File: src/pinhole_point_projector_defines.svh
// ----------------------------------------------------------------------------
// pinhole_point_projector_defines
// Assertion macros shared by the projector RTL.
// ----------------------------------------------------------------------------
`ifndef PINHOLE_POINT_PROJECTOR_DEFINES_SVH
`define PINHOLE_POINT_PROJECTOR_DEFINES_SVH

// same-cycle implication
`define PPP_ASSERT_NOW(label, clk, rst, pre, post) \
   label: assert property (@(posedge clk) disable iff (rst) (pre) |-> (post)) \
      else $error("assertion failed");

// next-cycle implication
`define PPP_ASSERT_NEXT(label, clk, rst, pre, post) \
   label: assert property (@(posedge clk) disable iff (rst) (pre) |=> (post)) \
      else $error("assertion failed");

`endif

File: src/ppp_pkg.sv
// ----------------------------------------------------------------------------
// ppp_pkg
// Types and constants of the pinhole point projector pipeline.
// ----------------------------------------------------------------------------
package ppp_pkg;

   localparam int NUM_CSR   = 6;
   localparam int DIV_STEPS = 33;   // quotient bits below the overflow check

   localparam logic [2:0] CSR_ROW0_C01 = 3'd0;
   localparam logic [2:0] CSR_ROW0_C23 = 3'd1;
   localparam logic [2:0] CSR_ROW1_C01 = 3'd2;
   localparam logic [2:0] CSR_ROW1_C23 = 3'd3;
   localparam logic [2:0] CSR_ROW2_C01 = 3'd4;
   localparam logic [2:0] CSR_ROW2_C23 = 3'd5;

   localparam logic [31:0] Q_MAX_POS = 32'h7FFF_FFFF;
   localparam logic [31:0] Q_MAX_NEG = 32'h8000_0000;

   typedef struct packed {
      logic signed [65:0] n0;
      logic signed [65:0] n1;
      logic signed [65:0] d;
   } dot_type;

   typedef struct packed {
      logic [63:0] dmag;
      logic [63:0] rem_u;
      logic [63:0] rem_v;
      logic [32:0] qn_u;    // dividend bits still to shift out, quotient bits shift in
      logic [32:0] qn_v;
      logic        neg_u;
      logic        neg_v;
      logic        ovf_u;
      logic        ovf_v;
      logic        zero;
   } div_type;

endpackage

File: src/ppp_prep.sv
// ----------------------------------------------------------------------------
// ppp_prep
// Magnitudes and signs, then overflow check and divider seed.
// ----------------------------------------------------------------------------
module ppp_prep
   import ppp_pkg::*;
(
   input  logic    clock,
   input  logic    reset,
   input  logic    in_valid,
   output logic    in_ready,
   input  dot_type in_data,
   output logic    out_valid,
   input  logic    out_ready,
   output div_type out_data
);

   logic [63:0]  mu_ff, mv_ff, md_ff;
   logic [65:0]  au, av, ad;
   logic         nu_ff, nv_ff, z_ff;
   logic         va_ff, vb_ff, ra, rb;
   div_type      seed_ff, seed_in;

   assign rb       = !vb_ff || out_ready;
   assign ra       = !va_ff || rb;
   assign in_ready = ra;

   // magnitudes stay below 2^64
   assign au = in_data.n0[65] ? 66'(-in_data.n0) : 66'(in_data.n0);
   assign av = in_data.n1[65] ? 66'(-in_data.n1) : 66'(in_data.n1);
   assign ad = in_data.d[65]  ? 66'(-in_data.d)  : 66'(in_data.d);

   always_comb begin
      seed_in.dmag  = md_ff;
      seed_in.rem_u = {17'h0, mu_ff[63:17]};
      seed_in.rem_v = {17'h0, mv_ff[63:17]};
      seed_in.qn_u  = {mu_ff[16:0], 16'h0000};
      seed_in.qn_v  = {mv_ff[16:0], 16'h0000};
      seed_in.neg_u = nu_ff;
      seed_in.neg_v = nv_ff;
      // quotient would reach 2^33
      seed_in.ovf_u = {17'h0, mu_ff[63:17]} >= md_ff;
      seed_in.ovf_v = {17'h0, mv_ff[63:17]} >= md_ff;
      seed_in.zero  = z_ff;
   end

   always_ff @(posedge clock) begin
      if (reset) begin
         va_ff <= 1'b0;
         vb_ff <= 1'b0;
      end else begin
         if (ra) va_ff <= in_valid;
         if (rb) vb_ff <= va_ff;
      end
   end

   always_ff @(posedge clock) begin
      if (ra) begin
         mu_ff <= au[63:0];
         mv_ff <= av[63:0];
         md_ff <= ad[63:0];
         nu_ff <= in_data.n0[65] ^ in_data.d[65];
         nv_ff <= in_data.n1[65] ^ in_data.d[65];
         z_ff  <= (in_data.d == '0);
      end
      if (rb) seed_ff <= seed_in;
   end

   assign out_valid = vb_ff;
   assign out_data  = seed_ff;

endmodule

File: config.mk
export PLATFORM = sky130hd
export DESIGN_NAME = ppp_prep
export DESIGN_NICKNAME = d
export VERILOG_FILES = /design/src/pinhole_point_projector_defines.svh /design/src/ppp_pkg.sv /design/src/ppp_prep.sv
export SDC_FILE = /design/constraint.sdc
export NUM_CORES = 1
export LEC_CHECK = 0
export BUFFER_PORTS_ARGS = -buffer_cell sky130_fd_sc_hd__clkbuf_2
export CORE_MARGIN = 1.5
export CORE_UTILIZATION = 44
export DETAILED_ROUTE_END_ITERATION = 12
export GPL_TIMING_DRIVEN = 0
export PLACE_DENSITY = 0.77
export SLEW_MARGIN = 5
export SYNTH_ARGS = -nofsm -noshare
export SYNTH_HDL_FRONTEND = slang
export SYNTH_SLANG_ARGS = --single-unit
File: constraint.sdc
create_clock -name clock -period 7.34 [get_ports clock]
set_input_delay 1.101 -clock clock [delete_from_list [all_inputs] [get_ports clock]]
set_output_delay 1.101 -clock clock [all_outputs]
set_load 0.05 [all_outputs]
==> flow_summary.yaml <==
power:
  max-vdd-ir-drop_uv: 177
  p_total_mw: 6.42
  p_per_area_nw_per_um2: 278
  leakage_nw: 9.44
place:
  numPortBuffers: 396
  placed_cells: 2354
  place.gp.congestion: 0.905
  hpwl_mm: 42.3
  preCtsSetupSlack_ns: 2.59
floorplanning:
  start_util_pct: 44.5
  rows: 75
  core_um2: 41900
  dieArea_um2: 43600
  die_w_um: 209
  fp.dieH_um: 209
  num_io_pins: 467
synth:
  ys_seq_elements: 394
  synthCells: 1350
  async_flop_share_pct: 0
  synth_cell_types: 52
  synthesis.area_um2: 18600
  yosys_warnings: 0
  synthFlopType: "edfxtp_1"
  synth_edf_count: 392
  synth-seq-area-share_pct: 63.4
  syn_avg_cell_area_um2: 13.8
drt:
  drt_iter0_drc: 1012
  route.detailed.drc: 0
  vias: 13200
  wl_per_cell_um: 22.2
  wirelength_mm: 54.1
  firstDrtPassIters: 5
  ant_nets: 0
  viasPerCell: 5.40
final_layout:
  area_growth_pct: 24.2
  fin_cells: 2439
  finalNetCount: 2158
  fillers: 3444
  final_cell_mix: "396 x clkbuf_2, 392 x edfxtp_1, 182 x xnor2_1"
  layout_commonest_cell: "clkbuf_2"
  drive_gt1_share_pct: 29.8
clock_network:
  path_clk_slew_ns: 0.06
  cts_root_buffer: "clkbuf_16"
  htreeDepth: 2
  post_cts_buffers: 0
  numCtsBuffers: 42
  clkLatencyLatePin_ns: 0.59
  holdBufCountCts: 0
  cts_tree: "done"
  cts_buffer_depth: 3
  clock-sinks: 394
  cts-resized-gates: 0
timing:
  fin_crit_ns: 4.17
  layout_setup_ws_ns: 3.17
  worst_pin_slew_ns: 1.13
  max_freq_mhz: 240
  finalSetupTns_ns: 0
  fin_worst_skew_ns: 0.0191
  grt_setup_unrepaired: "false"
  finalSetupViolations: 0
  fin_crit_sh_pct: 56.9
  drv_slew: 0
  relSlewSlack_pct: 23.6
  hold_ws_ns: 0.421
  hold_viol: 0
worst_hold_path:
  min_from: "mv_ff[4]"
  whs_endpoint: "out_data[25]"
  min_path_cells: 0
  hp-class: "reg2reg"
critical_path:
  cp-start-kind: "input port"
  regToRegStartpoint: "mv_ff[47]"
  reg2reg_setup_slack_ns: 4.65
  r2r-end: "out_data[1]"
  cp-end-kind: "flip-flop"
  worstPathRequired_ns: 7.66
  crit_type: "in2reg"
  worstPathArrival_ns: 4.49
  critPathMaxFanout: 9
  r2r_cells: 8
run:
  maxCapViolations: 0
global_routing:
  grt_first_pass_wirelength_mm: 78.2
  grt_util_all_layers_pct: 24.3
  antenna_found_initial: 9
  grt_start_max_net_pins: 129
  grt_remaining_overflow: 0
  grt_pass1_vias: 13000
run_status:
  status: "completed"
## state kept, by name, indices dropped and copies added, names as in the netlist
name       flops
nv_ff          1
out_valid      1
out_data     197
mv_ff         64
z_ff           1
mu_ff         64
nu_ff          1
md_ff         64
va_ff          1
## layout make-up
cell class,count,area (um^2),area share (%)
multi-input cells,868,6240,27.0
clock buffers,46,1070,4.60
flip-flops and latches,394,11800,51.0
diodes,7,17.5,0.0757
plain buffers,92,601,2.59
repair buffers,400,2090,9.04
well taps,539,674,2.91
clock inverters,32,409,1.77
inverters,61,236,1.02
## power breakdown
part	leakage (nW)	switching [mW]	total, mW	internal, mW
clock network	0.701	0.927	2.27	1.35
logic	4.59	0.902	1.24	0.335
registers	4.14	0.139	2.91	2.78
## worst max-delay path by stage
stage / start / end / slack (ns)
after floorplan: out_ready / in_ready / 0.68
after global placement: out_ready / in_ready / -2.04
after detailed placement: in_data[0] / md_ff[59] / 2.59
after CTS: in_data[0] / md_ff[59] / 3.20
after global routing: in_data[0] / md_ff[57] / 3.03
final: in_data[1] / md_ff[59] / 3.17
## per-layer routing
metal	GRT usage (%)	wire (um)	share of wire, %	up-vias
li1	-	-	-	6026
met4	9.75	2060	3.8	6
met5	0	34	0.063	-
met2	40.9	25900	48	718
met1	30.0	21200	39	6305
met3	6.06	5000	9.2	123
## cell usage after synthesis, types with 3 or more instances
master     count  area, um^2
inv_1         61         229
nor4_1        16         100
a221oi_1       3        26.3
a2111oi_0      3        26.3
o21ai_1        4        20.0
nand2_1       77         289
a21oi_1       35         175
or3_4          4        45.0
or4_4          3        33.8
nand4_1       18         113
nand3_1       17        85.1
nor2_1        29         109
buf_4         66         495
edfxtp_1     392       11800
clkbuf_1      21        78.8
or4_1         25         188
xor2_1         6        52.6
or3_1         32         200
o31ai_1       55         413
a31oi_1        3        18.8
ha_1          97        1210
buf_1          4        15.0
o41ai_1       27         236
or2_2         16         100
xnor2_1      182        1590
a21o_1        11        82.6
nor3_1        22         110
o21ai_0       72         360
nand2b_1      16         100
## worst max-delay path, stage by stage
cell and delay, ns:
clkbuf_2 0.09, or3_1 0.41, nor4_1 0.88, nand4_1 0.71
or3_1 0.59, or2_2 0.34, o41ai_2 0.26, xnor2_1 0.10
## cells by family after synthesis
group,count (synthesis),synth area share (%)
other,1,0.0201
AO/OA/AOI/OAI,227,8.08
adder cells (fa/ha/maj),97,6.51
buffers and inverters,153,4.45
flip-flops,394,63.4
AND/OR/NAND/NOR,290,8.71
XOR/XNOR,188,8.84
## through the flow
step / cell area (um^2) / util (%)
2_1_floorplan: 18900 / -
3_3_place_gp: 21500 / 51.5
3_5_place_dp: 21700 / 51.8
4_1_cts: 23100 / 55.3
5_1_grt: 23100 / 55.3
6_report: 23200 / 55.3
(Power assumes the default switching activity.)
